**src/rtl/spd_pkg.sv**
```systemverilog
// Package for the slotted page directory: widths, codes, command/status structs.
// No dependencies.
`timescale 1ns / 1ps
package spd_pkg;
   localparam int OFF_W = 13;
   localparam int LEN_W = 13;
   localparam int IDX_W = 6;
   localparam int CNTF_W = 7;
   localparam int REQ_W = 3;
   localparam int HDR_W = 8;
   localparam int STAT_W = 2;
   localparam int IN_DATA_W = 72;
   localparam int OUT_DATA_W = 48;
   localparam int DEF_PAGE_BYTES = 4096;
   localparam int DEF_MAX_SLOTS = 64;
   localparam logic [HDR_W-1:0] HDR_RESET = 8'd24;
   localparam logic [OFF_W-1:0] OFF_MAX = 13'h1FFF;

   localparam logic [REQ_W-1:0] REQ_INIT = 3'd0;
   localparam logic [REQ_W-1:0] REQ_APPEND = 3'd1;
   localparam logic [REQ_W-1:0] REQ_WALK = 3'd2;
   localparam logic [REQ_W-1:0] REQ_LOAD_HDR = 3'd3;
   localparam logic [REQ_W-1:0] REQ_LOAD_SLOT = 3'd4;

   localparam logic [STAT_W-1:0] ST_OK = 2'd0;
   localparam logic [STAT_W-1:0] ST_NO_SPACE = 2'd1;
   localparam logic [STAT_W-1:0] ST_LAYOUT = 2'd2;
   localparam logic [STAT_W-1:0] ST_DIR_FULL = 2'd3;

   typedef struct packed {
      logic latch;
      logic single_do;
      logic scan_start;
      logic scan_step;
      logic take_best;
      logic advance;
      logic emit_rec;
   } cmd_type;

   typedef struct packed {
      logic valid_op;
      logic is_walk;
      logic empty;
      logic scan_done;
      logic cur_has;
      logic need_succ;
      logic walk_err;
      logic out_free;
   } status_type;
endpackage

```
**src/rtl/spd_ram.sv**
```systemverilog
// Generic single-port RAM with registered read.
// No dependencies.
`timescale 1ns / 1ps
module spd_ram #(
   parameter int WIDTH = 13,
   parameter int DEPTH = 64,
   parameter int ADDR_W = (DEPTH > 1) ? $clog2(DEPTH) : 1
) (
   input  logic              clock,
   input  logic              we,
   input  logic [ADDR_W-1:0] addr,
   input  logic [WIDTH-1:0]  wdata,
   output logic [WIDTH-1:0]  rdata
);
   logic [WIDTH-1:0] mem [DEPTH];
   logic [WIDTH-1:0] rdata_ff;

   always_ff @(posedge clock) begin
      if (we) begin
         mem[addr] <= wdata;
      end
      rdata_ff <= mem[addr];
   end
   assign rdata = rdata_ff;
endmodule

```
**src/rtl/spd_ctrl.sv**
```systemverilog
// Controller for the slotted page directory: sequences requests and walk scans.
// Depends on spd_pkg.
`timescale 1ns / 1ps
module spd_ctrl (
   input  logic               clock,
   input  logic               reset,
   input  logic               req_tvalid,
   output logic               req_tready,
   input  spd_pkg::status_type stat,
   output spd_pkg::cmd_type    cmd
);
   import spd_pkg::*;

   typedef enum logic [6:0] {
      S_IDLE   = 7'b0000001,
      S_DECODE = 7'b0000010,
      S_SINGLE = 7'b0000100,
      S_SCAN   = 7'b0001000,
      S_CHECK  = 7'b0010000,
      S_ADV    = 7'b0100000,
      S_EMIT   = 7'b1000000
   } state_type;

   state_type state_ff, state_in;

   always_ff @(posedge clock) begin
      if (reset) begin
         state_ff <= S_IDLE;
      end else begin
         state_ff <= state_in;
      end
   end

   assign req_tready = (state_ff == S_IDLE);

   always_comb begin
      state_in = state_ff;
      cmd = '0;
      case (state_ff)
         S_IDLE: begin
            if (req_tvalid) begin
               cmd.latch = 1'b1;
               state_in = S_DECODE;
            end
         end
         S_DECODE: begin
            if (!stat.valid_op) begin
               state_in = S_IDLE;
            end else if (stat.is_walk && !stat.empty) begin
               cmd.scan_start = 1'b1;
               state_in = S_SCAN;
            end else begin
               state_in = S_SINGLE;
            end
         end
         S_SINGLE: begin
            if (stat.out_free) begin
               cmd.single_do = 1'b1;
               state_in = S_IDLE;
            end
         end
         S_SCAN: begin
            cmd.scan_step = 1'b1;
            if (stat.scan_done) begin
               state_in = S_CHECK;
            end
         end
         S_CHECK: begin
            if (!stat.cur_has) begin
               cmd.take_best = 1'b1;
               state_in = S_ADV;
            end else begin
               state_in = S_EMIT;
            end
         end
         S_ADV: begin
            if (stat.need_succ) begin
               cmd.scan_start = 1'b1;
               state_in = S_SCAN;
            end else begin
               state_in = S_EMIT;
            end
         end
         S_EMIT: begin
            if (stat.out_free) begin
               cmd.emit_rec = 1'b1;
               if (stat.walk_err || !stat.need_succ) begin
                  state_in = S_IDLE;
               end else begin
                  cmd.advance = 1'b1;
                  state_in = S_ADV;
               end
            end
         end
         default: begin
            state_in = S_IDLE;
         end
      endcase
   end
endmodule

```
**src/rtl/spd_datapath.sv**
```systemverilog
// Datapath for the slotted page directory: page header state, slot RAM,
// walk scan compare and the result register. Depends on spd_pkg and spd_ram.
`timescale 1ns / 1ps
module spd_datapath #(
   parameter int PAGE_BYTES = spd_pkg::DEF_PAGE_BYTES,
   parameter int MAX_SLOTS = spd_pkg::DEF_MAX_SLOTS
) (
   input  logic                            clock,
   input  logic                            reset,
   input  logic [spd_pkg::REQ_W-1:0]       req_tuser,
   input  logic [spd_pkg::IN_DATA_W-1:0]   req_tdata,
   input  logic                            csr_we,
   input  logic [spd_pkg::HDR_W-1:0]       csr_wdata,
   input  spd_pkg::cmd_type                cmd,
   output spd_pkg::status_type             stat,
   output logic                            rsp_tvalid,
   input  logic                            rsp_tready,
   output logic [spd_pkg::OUT_DATA_W-1:0]  rsp_tdata,
   output logic                            rsp_tlast
);
   import spd_pkg::*;

   localparam int SLOT_W = (MAX_SLOTS > 1) ? $clog2(MAX_SLOTS) : 1;
   localparam int CNT_W = $clog2(MAX_SLOTS + 1);
   localparam logic [CNT_W-1:0] MAX_CNT = CNT_W'(MAX_SLOTS);
   localparam logic [OFF_W:0] PAGE_W = (OFF_W+1)'(PAGE_BYTES);

   // latched request
   logic [REQ_W-1:0]  kind_ff;
   logic [LEN_W-1:0]  len_ff;
   logic [CNTF_W-1:0] lcount_ff;
   logic [OFF_W-1:0]  lstart_ff, lsize_ff, sval_ff;
   logic [IDX_W-1:0]  spos_ff;

   // page state
   logic [HDR_W-1:0]  hdr_ff;
   logic [CNT_W-1:0]  num_ff, num_in;
   logic [OFF_W-1:0]  fstart_ff, fstart_in, fbytes_ff, fbytes_in;

   // walk scan
   logic [CNT_W-1:0]  k_ff, issue_ff, rd_i_ff, best_i_ff, cur_i_ff;
   logic              rd_v_ff, best_found_ff, cur_has_ff;
   logic [OFF_W-1:0]  best_v_ff, cur_v_ff;

   // result register
   logic                  ovalid_ff, olast_ff;
   logic [OUT_DATA_W-1:0] odata_ff;

   // RAM port
   logic              ram_we;
   logic [SLOT_W-1:0] ram_addr;
   logic [OFF_W-1:0]  ram_wdata, ram_rdata;

   logic              is_append, is_lslot, full, nospace, slot_ok, out_free;
   logic [OFF_W:0]    need, end_sum, region, nxt_diff;
   logic [OFF_W-1:0]  end_sat, nxt;
   logic [CNT_W-1:0]  rd_pos, cnt_sat, num_inc;
   logic              cand_gt, cand_lt;
   logic [STAT_W-1:0] o_status;
   logic              o_valid, o_last;
   logic [IDX_W-1:0]  o_idx;
   logic [OFF_W-1:0]  o_off, o_bytes;

   spd_ram #(.WIDTH(OFF_W), .DEPTH(MAX_SLOTS), .ADDR_W(SLOT_W)) u_ram (
      .clock (clock),
      .we    (ram_we),
      .addr  (ram_addr),
      .wdata (ram_wdata),
      .rdata (ram_rdata)
   );

   assign is_append = (kind_ff == REQ_APPEND);
   assign is_lslot = (kind_ff == REQ_LOAD_SLOT);
   assign full = (num_ff >= MAX_CNT);
   assign need = {1'b0, len_ff} + (OFF_W+1)'(2);
   assign nospace = ({1'b0, fbytes_ff} < need);
   assign slot_ok = ({1'b0, spos_ff} < (IDX_W+1)'(MAX_SLOTS));
   assign num_inc = num_ff + CNT_W'(1);
   assign end_sum = {1'b0, fstart_ff} + {1'b0, len_ff};
   assign end_sat = end_sum[OFF_W] ? OFF_MAX : end_sum[OFF_W-1:0];
   assign region = PAGE_W - (OFF_W+1)'({num_inc, 1'b0});
   assign cnt_sat = (lcount_ff > CNTF_W'(MAX_SLOTS)) ? MAX_CNT : CNT_W'(lcount_ff);
   assign out_free = !ovalid_ff || rsp_tready;
   assign rd_pos = num_ff - CNT_W'(1) - issue_ff;

   always_comb begin
      ram_we = 1'b0;
      ram_wdata = fstart_ff;
      ram_addr = rd_pos[SLOT_W-1:0];
      if (cmd.single_do && is_append && !full && !nospace) begin
         ram_we = 1'b1;
         ram_addr = num_ff[SLOT_W-1:0];
      end else if (cmd.single_do && is_lslot && slot_ok) begin
         ram_we = 1'b1;
         ram_wdata = sval_ff;
         ram_addr = spos_ff[SLOT_W-1:0];
      end
   end

   // next state of the page header
   always_comb begin
      num_in = num_ff;
      fstart_in = fstart_ff;
      fbytes_in = fbytes_ff;
      case (kind_ff)
         REQ_INIT: begin
            num_in = '0;
            fstart_in = OFF_W'(hdr_ff);
            fbytes_in = OFF_W'(PAGE_W - (OFF_W+1)'(hdr_ff));
         end
         REQ_APPEND: begin
            if (!full && !nospace) begin
               num_in = num_inc;
               fstart_in = end_sat;
               fbytes_in = (region > {1'b0, end_sat}) ?
                           OFF_W'(region - {1'b0, end_sat}) : '0;
            end
         end
         REQ_LOAD_HDR: begin
            num_in = cnt_sat;
            fstart_in = lstart_ff;
            fbytes_in = lsize_ff;
         end
         default: begin
         end
      endcase
   end

   // walk: key order is (offset, walk index)
   assign cand_gt = !cur_has_ff || (ram_rdata > cur_v_ff) ||
                    ((ram_rdata == cur_v_ff) && (rd_i_ff > cur_i_ff));
   assign cand_lt = !best_found_ff || (ram_rdata < best_v_ff);
   assign nxt = stat.need_succ ? best_v_ff : fstart_ff;
   assign nxt_diff = {1'b0, nxt} - {1'b0, cur_v_ff};

   assign stat.valid_op = (kind_ff <= REQ_LOAD_SLOT);
   assign stat.is_walk = (kind_ff == REQ_WALK);
   assign stat.empty = (num_ff == '0);
   assign stat.scan_done = rd_v_ff && (rd_i_ff == num_ff - CNT_W'(1));
   assign stat.cur_has = cur_has_ff;
   assign stat.need_succ = ({1'b0, k_ff} + (CNT_W+1)'(1)) < {1'b0, num_ff};
   assign stat.walk_err = (nxt < cur_v_ff) || (nxt > fstart_ff);
   assign stat.out_free = out_free;

   // result fields
   always_comb begin
      o_status = ST_OK;
      o_valid = 1'b0;
      o_idx = '0;
      o_off = '0;
      o_bytes = '0;
      o_last = 1'b1;
      if (cmd.emit_rec) begin
         if (stat.walk_err) begin
            o_status = ST_LAYOUT;
         end else begin
            o_valid = 1'b1;
            o_idx = IDX_W'(cur_i_ff);
            o_off = cur_v_ff;
            o_bytes = nxt_diff[OFF_W-1:0];
            o_last = !stat.need_succ;
         end
      end else if (is_append) begin
         if (full) begin
            o_status = ST_DIR_FULL;
         end else if (nospace) begin
            o_status = ST_NO_SPACE;
         end else begin
            o_valid = 1'b1;
            o_off = fstart_ff;
         end
      end
   end

   always_ff @(posedge clock) begin
      if (cmd.latch) begin
         kind_ff <= req_tuser;
         len_ff <= req_tdata[12:0];
         lcount_ff <= req_tdata[19:13];
         lstart_ff <= req_tdata[32:20];
         lsize_ff <= req_tdata[45:33];
         spos_ff <= req_tdata[51:46];
         sval_ff <= req_tdata[64:52];
      end
      if (cmd.single_do || cmd.emit_rec) begin
         odata_ff <= {6'd0, CNTF_W'(cmd.single_do ? num_in : num_ff), o_bytes, o_off,
                      o_idx, o_valid, o_status};
         olast_ff <= o_last;
      end
      // scan datapath
      if (cmd.scan_start) begin
         issue_ff <= '0;
         best_found_ff <= 1'b0;
      end else if (cmd.scan_step) begin
         if (issue_ff < num_ff) begin
            issue_ff <= issue_ff + CNT_W'(1);
         end
         rd_i_ff <= issue_ff;
         if (rd_v_ff && cand_gt && cand_lt) begin
            best_found_ff <= 1'b1;
            best_v_ff <= ram_rdata;
            best_i_ff <= rd_i_ff;
         end
      end
      if (cmd.take_best || cmd.advance) begin
         cur_v_ff <= best_v_ff;
         cur_i_ff <= best_i_ff;
      end
   end

   always_ff @(posedge clock) begin
      if (reset) begin
         hdr_ff <= HDR_RESET;
         num_ff <= '0;
         fstart_ff <= OFF_W'(HDR_RESET);
         fbytes_ff <= OFF_W'(PAGE_W - (OFF_W+1)'(HDR_RESET));
         ovalid_ff <= 1'b0;
         rd_v_ff <= 1'b0;
         cur_has_ff <= 1'b0;
         k_ff <= '0;
      end else begin
         if (csr_we) begin
            hdr_ff <= csr_wdata;
         end
         if (cmd.single_do) begin
            num_ff <= num_in;
            fstart_ff <= fstart_in;
            fbytes_ff <= fbytes_in;
         end
         if (cmd.single_do || cmd.emit_rec) begin
            ovalid_ff <= 1'b1;
         end else if (rsp_tready) begin
            ovalid_ff <= 1'b0;
         end
         rd_v_ff <= cmd.scan_step && !cmd.scan_start && (issue_ff < num_ff);
         if (cmd.latch) begin
            cur_has_ff <= 1'b0;
            k_ff <= '0;
         end else if (cmd.take_best) begin
            cur_has_ff <= 1'b1;
         end else if (cmd.advance) begin
            k_ff <= k_ff + CNT_W'(1);
         end
      end
   end

   assign rsp_tvalid = ovalid_ff;
   assign rsp_tdata = odata_ff;
   assign rsp_tlast = olast_ff;
endmodule

```
**src/rtl/slotted_page_directory.sv**
```systemverilog
// Slotted page directory: init/append/load/walk over a page's slot table.
// Init, append, loads and an empty walk pass decode and a single-step state, which
// waits for the result register to be free; a new request is taken only back in idle.
// A walk of n records runs n scans on the one slot RAM port, one before each record.
// Reset (synchronous, active high): empty page, header_bytes = 24, no result pending;
// slot RAM content is not cleared.
`timescale 1ns / 1ps
module slotted_page_directory #(
   parameter int PAGE_BYTES = spd_pkg::DEF_PAGE_BYTES,
   parameter int MAX_SLOTS = spd_pkg::DEF_MAX_SLOTS
) (
   input  logic                            clock,
   input  logic                            reset,
   // request channel
   input  logic                            req_tvalid,
   output logic                            req_tready,
   // req_tuser: req_type[2:0]
   input  logic [spd_pkg::REQ_W-1:0]       req_tuser,
   // req_tdata: record_length[12:0], load_count[19:13], load_free_start[32:20],
   // load_free_size[45:33], slot_position[51:46], slot_value[64:52], zero pad
   input  logic [spd_pkg::IN_DATA_W-1:0]   req_tdata,
   // response channel
   output logic                            rsp_tvalid,
   input  logic                            rsp_tready,
   // rsp_tdata: status[1:0], record_valid[2], directory_index[8:3],
   // record_offset[21:9], record_bytes[34:22], record_count[41:35], zero pad
   output logic [spd_pkg::OUT_DATA_W-1:0]  rsp_tdata,
   output logic                            rsp_tlast,
   // header_bytes register
   input  logic                            csr_we,
   input  logic [spd_pkg::HDR_W-1:0]       csr_wdata
);
   import spd_pkg::*;

   cmd_type    cmd;
   status_type stat;

   // sequencer: request intake, scan loop, emit handshaking
   spd_ctrl u_ctrl (
      .clock      (clock),
      .reset      (reset),
      .req_tvalid (req_tvalid),
      .req_tready (req_tready),
      .stat       (stat),
      .cmd        (cmd)
   );

   // page state, slot RAM, min-search compare, result register
   spd_datapath #(.PAGE_BYTES(PAGE_BYTES), .MAX_SLOTS(MAX_SLOTS)) u_dp (
      .clock      (clock),
      .reset      (reset),
      .req_tuser  (req_tuser),
      .req_tdata  (req_tdata),
      .csr_we     (csr_we),
      .csr_wdata  (csr_wdata),
      .cmd        (cmd),
      .stat       (stat),
      .rsp_tvalid (rsp_tvalid),
      .rsp_tready (rsp_tready),
      .rsp_tdata  (rsp_tdata),
      .rsp_tlast  (rsp_tlast)
   );
endmodule

```
**config.mk**
```make
export PLATFORM = sky130hd
export DESIGN_NAME = slotted_page_directory
export DESIGN_NICKNAME = d
export VERILOG_FILES = /design/src/rtl/spd_pkg.sv /design/src/rtl/spd_ram.sv /design/src/rtl/spd_ctrl.sv /design/src/rtl/spd_datapath.sv /design/src/rtl/slotted_page_directory.sv
export SDC_FILE = /design/constraint.sdc
export NUM_CORES = 1
export LEC_CHECK = 0
export BUFFER_PORTS_ARGS = -buffer_cell sky130_fd_sc_hd__buf_2
export CORE_MARGIN = 2
export CORE_UTILIZATION = 55
export DETAILED_ROUTE_END_ITERATION = 16
export PLACE_DENSITY = 0.73
export SYNTH_ARGS = -nofsm -noshare
export SYNTH_HDL_FRONTEND = slang
export SYNTH_HIERARCHICAL = 1
export SYNTH_SLANG_ARGS = --single-unit
export TNS_END_PERCENT = 30
```
**constraint.sdc**
```tcl
create_clock -name clock -period 5.3 [get_ports clock]
set_input_delay 0.795 -clock clock [delete_from_list [all_inputs] [get_ports clock]]
set_output_delay 0.795 -clock clock [all_outputs]
set_load 0.05 [all_outputs]
```
# After elaboration in Yosys (flattened, before gate mapping)

Memory sizes are Yosys's and may differ from the RTL's. A register that Yosys moved wholly into a read port is not among the register bits.
Index checks and enable logic that the tools add are counted.

Add/subtract/negate cells: 12
$lt $le $gt $ge: 12
Equality and inequality tests: 18
Multiplexer cells: 60
Bitwise logic cells: 3
Reduce and logical (&&, ||, !) cells: 41

Operator list:

| kind                    | count |
|---|---|
| $mux W13                | 12 |
| $pmux W13 S3            | 2 |
| $mux W7                 | 9 |
| $pmux W7 S7             | 1 |
| $gt A13 B13 Y1          | 2 |
| $lt A13 B13 Y1          | 2 |
| $sub A13 B13 Y13        | 2 |
| $mux W1                 | 23 |
| $add A7 B1 Y7 const B   | 3 |
| $pmux W7 S3             | 1 |
| $mux W6                 | 3 |
| $add A13 B13 Y14        | 1 |
| $add A13 B2 Y14 const B | 1 |
| $gt A14 B13 Y1          | 1 |
| $lt A13 B14 Y1          | 1 |
| $sub A13 B8 Y14 const A | 1 |
| $eq A13 B13 Y1          | 1 |
| $sub A13 B8 Y13 const A | 1 |
| $logic_and A1 B1 Y1     | 12 |
| $mux W2                 | 6 |
| $add A7 B1 Y8 const B   | 1 |
| $logic_not A1 Y1        | 8 |
| $logic_or A1 B1 Y1      | 8 |
| $lt A8 B7 Y1            | 1 |
| other kinds (31)        | 43 |

Bits in registers: 224
Bits in writable memories: 832
Input port bits: 88
Output and inout bits: 51
Word-level logic and storage cells: 173
Memories: 1

Memories:

| name           | depth | width | rd ports | clocked after Yosys merged registers in | wr ports | line          | source |
|---|---|---|---|---|---|---|---|
| u_dp.u_ram.mem | 64    | 13    | 1        | 1                                       | 1        | spd_ram.sv:15 | `logic [WIDTH-1:0] mem [DEPTH];` |

# Logic depth before layout (Yosys ltp)

Word-level depth: 11
Mapped depth: 26

# Hierarchy

Netlist, hierarchy kept.

By module, submodules not included:

| module       | times used | cells each | area each (µm²) | seq. area each (µm²) |
|---|---|---|---|---|
| spd_ram      | 1          | 1864       | 33070.5         | 25244.2 |
| spd_datapath | 1          | 1231       | 12688.4         | 5925.7 |
| spd_ctrl     | 1          | 76         | 574.3           | 140.1 |

# Worst setup path before layout

No wires, ideal clock.

Path type: register -> register
From: register u_dp.k_ff[0]
To: register u_dp.best_i_ff[0], enable pin
Library setup time: 0.431 ns
Data arrival time: 4.850 ns
Data required time: 4.869 ns
Slack: 0.019 ns
Cell stages (with the launch flop): 19
Path buffers: 2
Period minus slack after synthesis: 5.281 ns
Cells stage by stage: dfxtp_1 ha_1 ha_1 a21boi_0 o21a_1 o21a_1 o21a_1 o21a_1 o21ai_0 nand2_1 buf_2 inv_1 nand3b_1 o41ai_1 and3b_1 clkbuf_1 nor2b_1 nand4b_1 a221oi_1

RTL lines:

| element                | line                | source |
|---|---|---|
| start, declared        | spd_datapath.sv:41  | `logic [CNT_W-1:0] k_ff, issue_ff, rd_i_ff, best_i_ff, cur_i_ff;` |
| start signal, assigned | spd_datapath.sv:242 | `k_ff <= k_ff + CNT_W'(1);` |
| end signal, assigned   | spd_datapath.sv:202 | `best_i_ff <= rd_i_ff;` |
| end, declared          | spd_datapath.sv:41  |  |

# Worst setup path after layout

From: register u_dp.len_ff[4]
To: register u_dp.u_ram.rdata_ff[7] (netlist: u_dp/u_ram/rdata[7]), read port of u_dp.u_ram.mem

Word-level cells in the longest chain between the ends: 5

RTL lines:

| element                    | line                | source |
|---|---|---|
| start, declared            | spd_datapath.sv:30  | `logic [LEN_W-1:0] len_ff;` |
| start signal, assigned     | spd_datapath.sv:178 | `len_ff <= req_tdata[12:0];` |
| $add A13 B2 Y14            | spd_datapath.sv:75  | `assign need = {1'b0, len_ff} + (OFF_W+1)'(2);` |
| $lt A13 B14 Y1             | spd_datapath.sv:76  | `assign nospace = ({1'b0, fbytes_ff} < need);` |
| $logic_not A1 Y1           | spd_datapath.sv:90  | `if (cmd.single_do && is_append && !full && !nospace) begin` |
| $logic_and A1 B1 Y1        | spd_datapath.sv:90  |  |
| $mux W6                    | spd_datapath.sv:90  |  |
| named net u_dp.ram_addr[2] | spd_datapath.sv:51  | `logic [SLOT_W-1:0] ram_addr;` |
| end, declared              | spd_ram.sv:16       | `logic [WIDTH-1:0] rdata_ff;` |

The timed path passes the listed nets, and every way through them passes these cells.
A chain may end at the register's enable or synchronous reset.

==> results.yml <==
yosys:
  ys_top_cells_by_count: "edfxtp_1 (990), nor2_1 (198), nand2_1 (152)"
  synth_area_leader_cell: "edfxtp_1"
  synth-seq-cells: 1069
  synth.distinct_cells: 103
  synthCells: 3171
  synth-warning-count: 6
  ys_async_sr_fraction_pct: 0
  synth_top_area_share_pct: 64.2
  yosys-top-cells-area: "edfxtp_1 (64%), dfxtp_1 (3.4%), ha_1 (3.3%)"
  post-synth-top-count-cell: "edfxtp_1"
  syn_area_mm2: 0.0463
  ys.flop_type: "edfxtp_1"
  syn_area_per_cell_um2: 14.6
  synth_edf_count: 990
  yosysSeqAreaShare_pct: 67.6
power_and_ir_drop:
  comb_power_share_pct: 2.6
  ir_drop_uv: 296
  cellLeakagePower_uw: 0.0193
  clkPwrFrac_pct: 43.2
  power.switching_uw: 3520
  p_int_uw: 13500
  seqPwrFrac_pct: 54.1
  pwr_density_cell_mw_per_mm2: 312
  switching_share_pct: 20.7
drt:
  top_layer: "met5"
  met1_length_um: 50800
  met3_length_um: 15300
  first_iter_violations: 4132
  dr_wl_met2_um: 61900
  drc: 0
  dr_total_vias: 31200
  wirelength_um: 136000
  viasPerCell: 6.56
  postRouteAntennaNets: 0
  first_pass_iters: 6
  wire_per_inst_um: 28.6
clock_network:
  clock-root-buffer: "clkbuf_16"
  tritoncts: "done"
  htree_levels: 3
  numCtsBuffers: 106
  clk_pin_slew_ps: 60
  clk_latency_ps: 700
  cts_buffer_depth: 3
  cts_sinks: 1069
final_layout:
  areaGrowthSynthToFinish_pct: 17.5
  fillers: 5775
  layout-drive-gt1-share_pct: 22.5
  area.sequential_mm2: 0.0313
  antenna_cells: 0
  fin_area_mm2: 0.0544
  post-route-util_pct: 65.2
  fin_nets: 3796
  multi_input_area_mm2: 0.0140
floorplan:
  boundaryPins: 139
  die_y_um: 294
  start_util_pct: 55.5
  die_x_um: 294
  die_area_mm2: 0.0866
  core_area_mm2: 0.0836
  rows: 106
worst_setup_path:
  path_class: "reg -> reg"
  path_max_fanout: 21
  crit_required_ps: 5750
  start_kind: "register"
  worst_setup_path_end_kind: "register"
  arrival_ps: 5680
timing:
  grt_setup_unrepaired: "true"
  tightestPinTransition_ps: 1320
  finalCritPeriodShare_pct: 98.7
  max_slew_margin_pct: 11.9
  finalHoldViolCount: 0
  finalCriticalPeriod_ps: 5230
  drv_slew: 0
  clock_skew_ps: 36.5
  fmax_mhz: 191
  finalSetupViolations: 0
grt:
  grt_remaining_overflow: 0
  grt_max_degree: 71
  grt_usage_pct: 31.0
  antenna_found_initial: 4
  grt_pass1_vias: 30300
  grt_pass1_wl_um: 196000
worst_hold_path:
  hp-class: "in -> reg"
place:
  hpwlAfterDp_um: 91900
  place.gp.congestion: 0.967
  place_area_mm2: 0.0508
  portBuffers: 125
outcome:
  status: "completed"
flow_run:
  drv_cap: 0
[cell type report]
class,instances,share of cell area (%)
sequential,1069,57.5
multi-input combinational,1821,25.8
timing repair buffer,485,7.28
clock buffer,138,5.17
tap,1080,2.48
clock inverter,60,1.09
inverter,100,0.690
[path summary, 6_finish.rpt]
check                                        from  slack [ps]  cells after the start                  end
worst max-delay path               u_dp/len_ff[4]          70                     19  u_dp/u_ram/rdata[7]
worst max register to register     u_dp/len_ff[4]          70                     19  u_dp/u_ram/rdata[7]
worst min-delay path                req_tdata[21]         290                      1    u_dp/lstart_ff[1]
worst min register to register  u_dp/best_i_ff[5]         420                      0     u_dp/cur_i_ff[5]
[power by group through the flow]
stage | clock (uW) | sequential (uW) | combinational [uW]
6_report | 7350 | 9200 | 449
5_1_grt | 7720 | 9200 | 484
4_1_cts | 7410 | 9200 | 439
3_5_place_dp | 0 | 9380 | 436
3_3_place_gp | 0 | 9380 | 429
2_1_floorplan | 0 | 9360 | 280
[worst max-delay path, cell delays in order, from the launching register on]
cell	delay, ps
edfxtp_1	390
and4_2	290
and3_1	200
nand4_1	100
xor2_1	170
ha_1	260
o21a_1	180
o21ai_1	130
a21oi_1	90
a211oi_4	390
nor3_4	110
buf_4	190
a221o_4	500
buf_12	210
and2_4	290
buf_4	220
a22o_1	230
a32o_1	190
o21ai_0	440
nand4_1	390
[cells by family (layout without fill, tap and decap cells)]
group	after synthesis	after routing	share of synthesized area, %
AND/OR/NAND/NOR	727	729	8.13
buffers and inverters	289	783	3.04
AO/OA/AOI/OAI	691	692	10.8
other	1	6	0.00809
flip-flops	1069	1069	67.6
XOR/XNOR	81	81	1.53
multiplexers	187	187	5.49
adder cells (fa/ha/maj)	126	126	3.46
[timing repair]
item | in CTS | in global routing
pin swaps | 1 | 8
gates resized for setup | 7 | 38
hold endpoints to repair | 0 | 0
setup endpoints to repair | 31 | 66
buffers inserted | 0 | 2
gates cloned | 1 | 3
hold buffers | 0 | 0
[metal layers]
| metal | vias to the layer above | track usage (%) |
|---|---|---|
| met5 | - | 0 |
| met4 | 8 | 15.8 |
| li1 | 13300 | - |
| met3 | 390 | 6.27 |
| met2 | 2084 | 47.8 |
| met1 | 15400 | 42.1 |
[sequential cells by signal (all words and copies together), names as in the netlist, 8 cells and up]
| signal | cells |
|---|---|
| u_dp/u_ram/mem | 832 |
| u_dp/rsp_tdata | 42 |
| u_dp/best_v_ff | 13 |
| u_dp/cur_v_ff | 13 |
| u_dp/fbytes_ff | 13 |
| u_dp/fstart_ff | 13 |
| u_dp/len_ff | 13 |
| u_dp/lsize_ff | 13 |
| u_dp/lstart_ff | 13 |
| u_dp/sval_ff | 13 |
| u_dp/u_ram/rdata | 13 |
| u_dp/hdr_ff | 8 |
[through the flow]
stage	setup TNS [ps]	power, uW	cells	hold slack [ps]	setup slack [ps]
after floorplan	0	9640	3176	400	19.1
after global placement	-1210	9800	4549	401	-88.8
after detailed placement	-1350	9810	4549	405	-315
after CTS	0	17100	4748	256	1.40
after global routing	-395	17400	4753	264	-150
final	0	17000	4753	287	68.2
[cell usage in the layout (no fill, tap or decap), types with 18 or more instances in the layout]
cell	n
nand4_1	25
nand2b_1	22
dfxtp_1	79
and3_1	33
nand3_1	62
ha_1	119
xor2_1	37
edfxtp_1	990
clkbuf_16	108
a31oi_1	25
xnor2_1	44
buf_2	125
nor3_1	49
mux2_2	32
mux2i_1	97
a22oi_1	73
o21a_1	22
inv_1	94
nand2_1	151
buf_12	49
a221oi_1	75
mux4_2	50
a21oi_1	93
o22ai_1	41
nor2_1	195
clkinv_1	18
nor2b_1	28
nand3b_1	42
clkinv_2	22
buf_4	309
o21ai_0	99
a211oi_1	38
clkbuf_1	29
(Power assumes the default switching activity.)
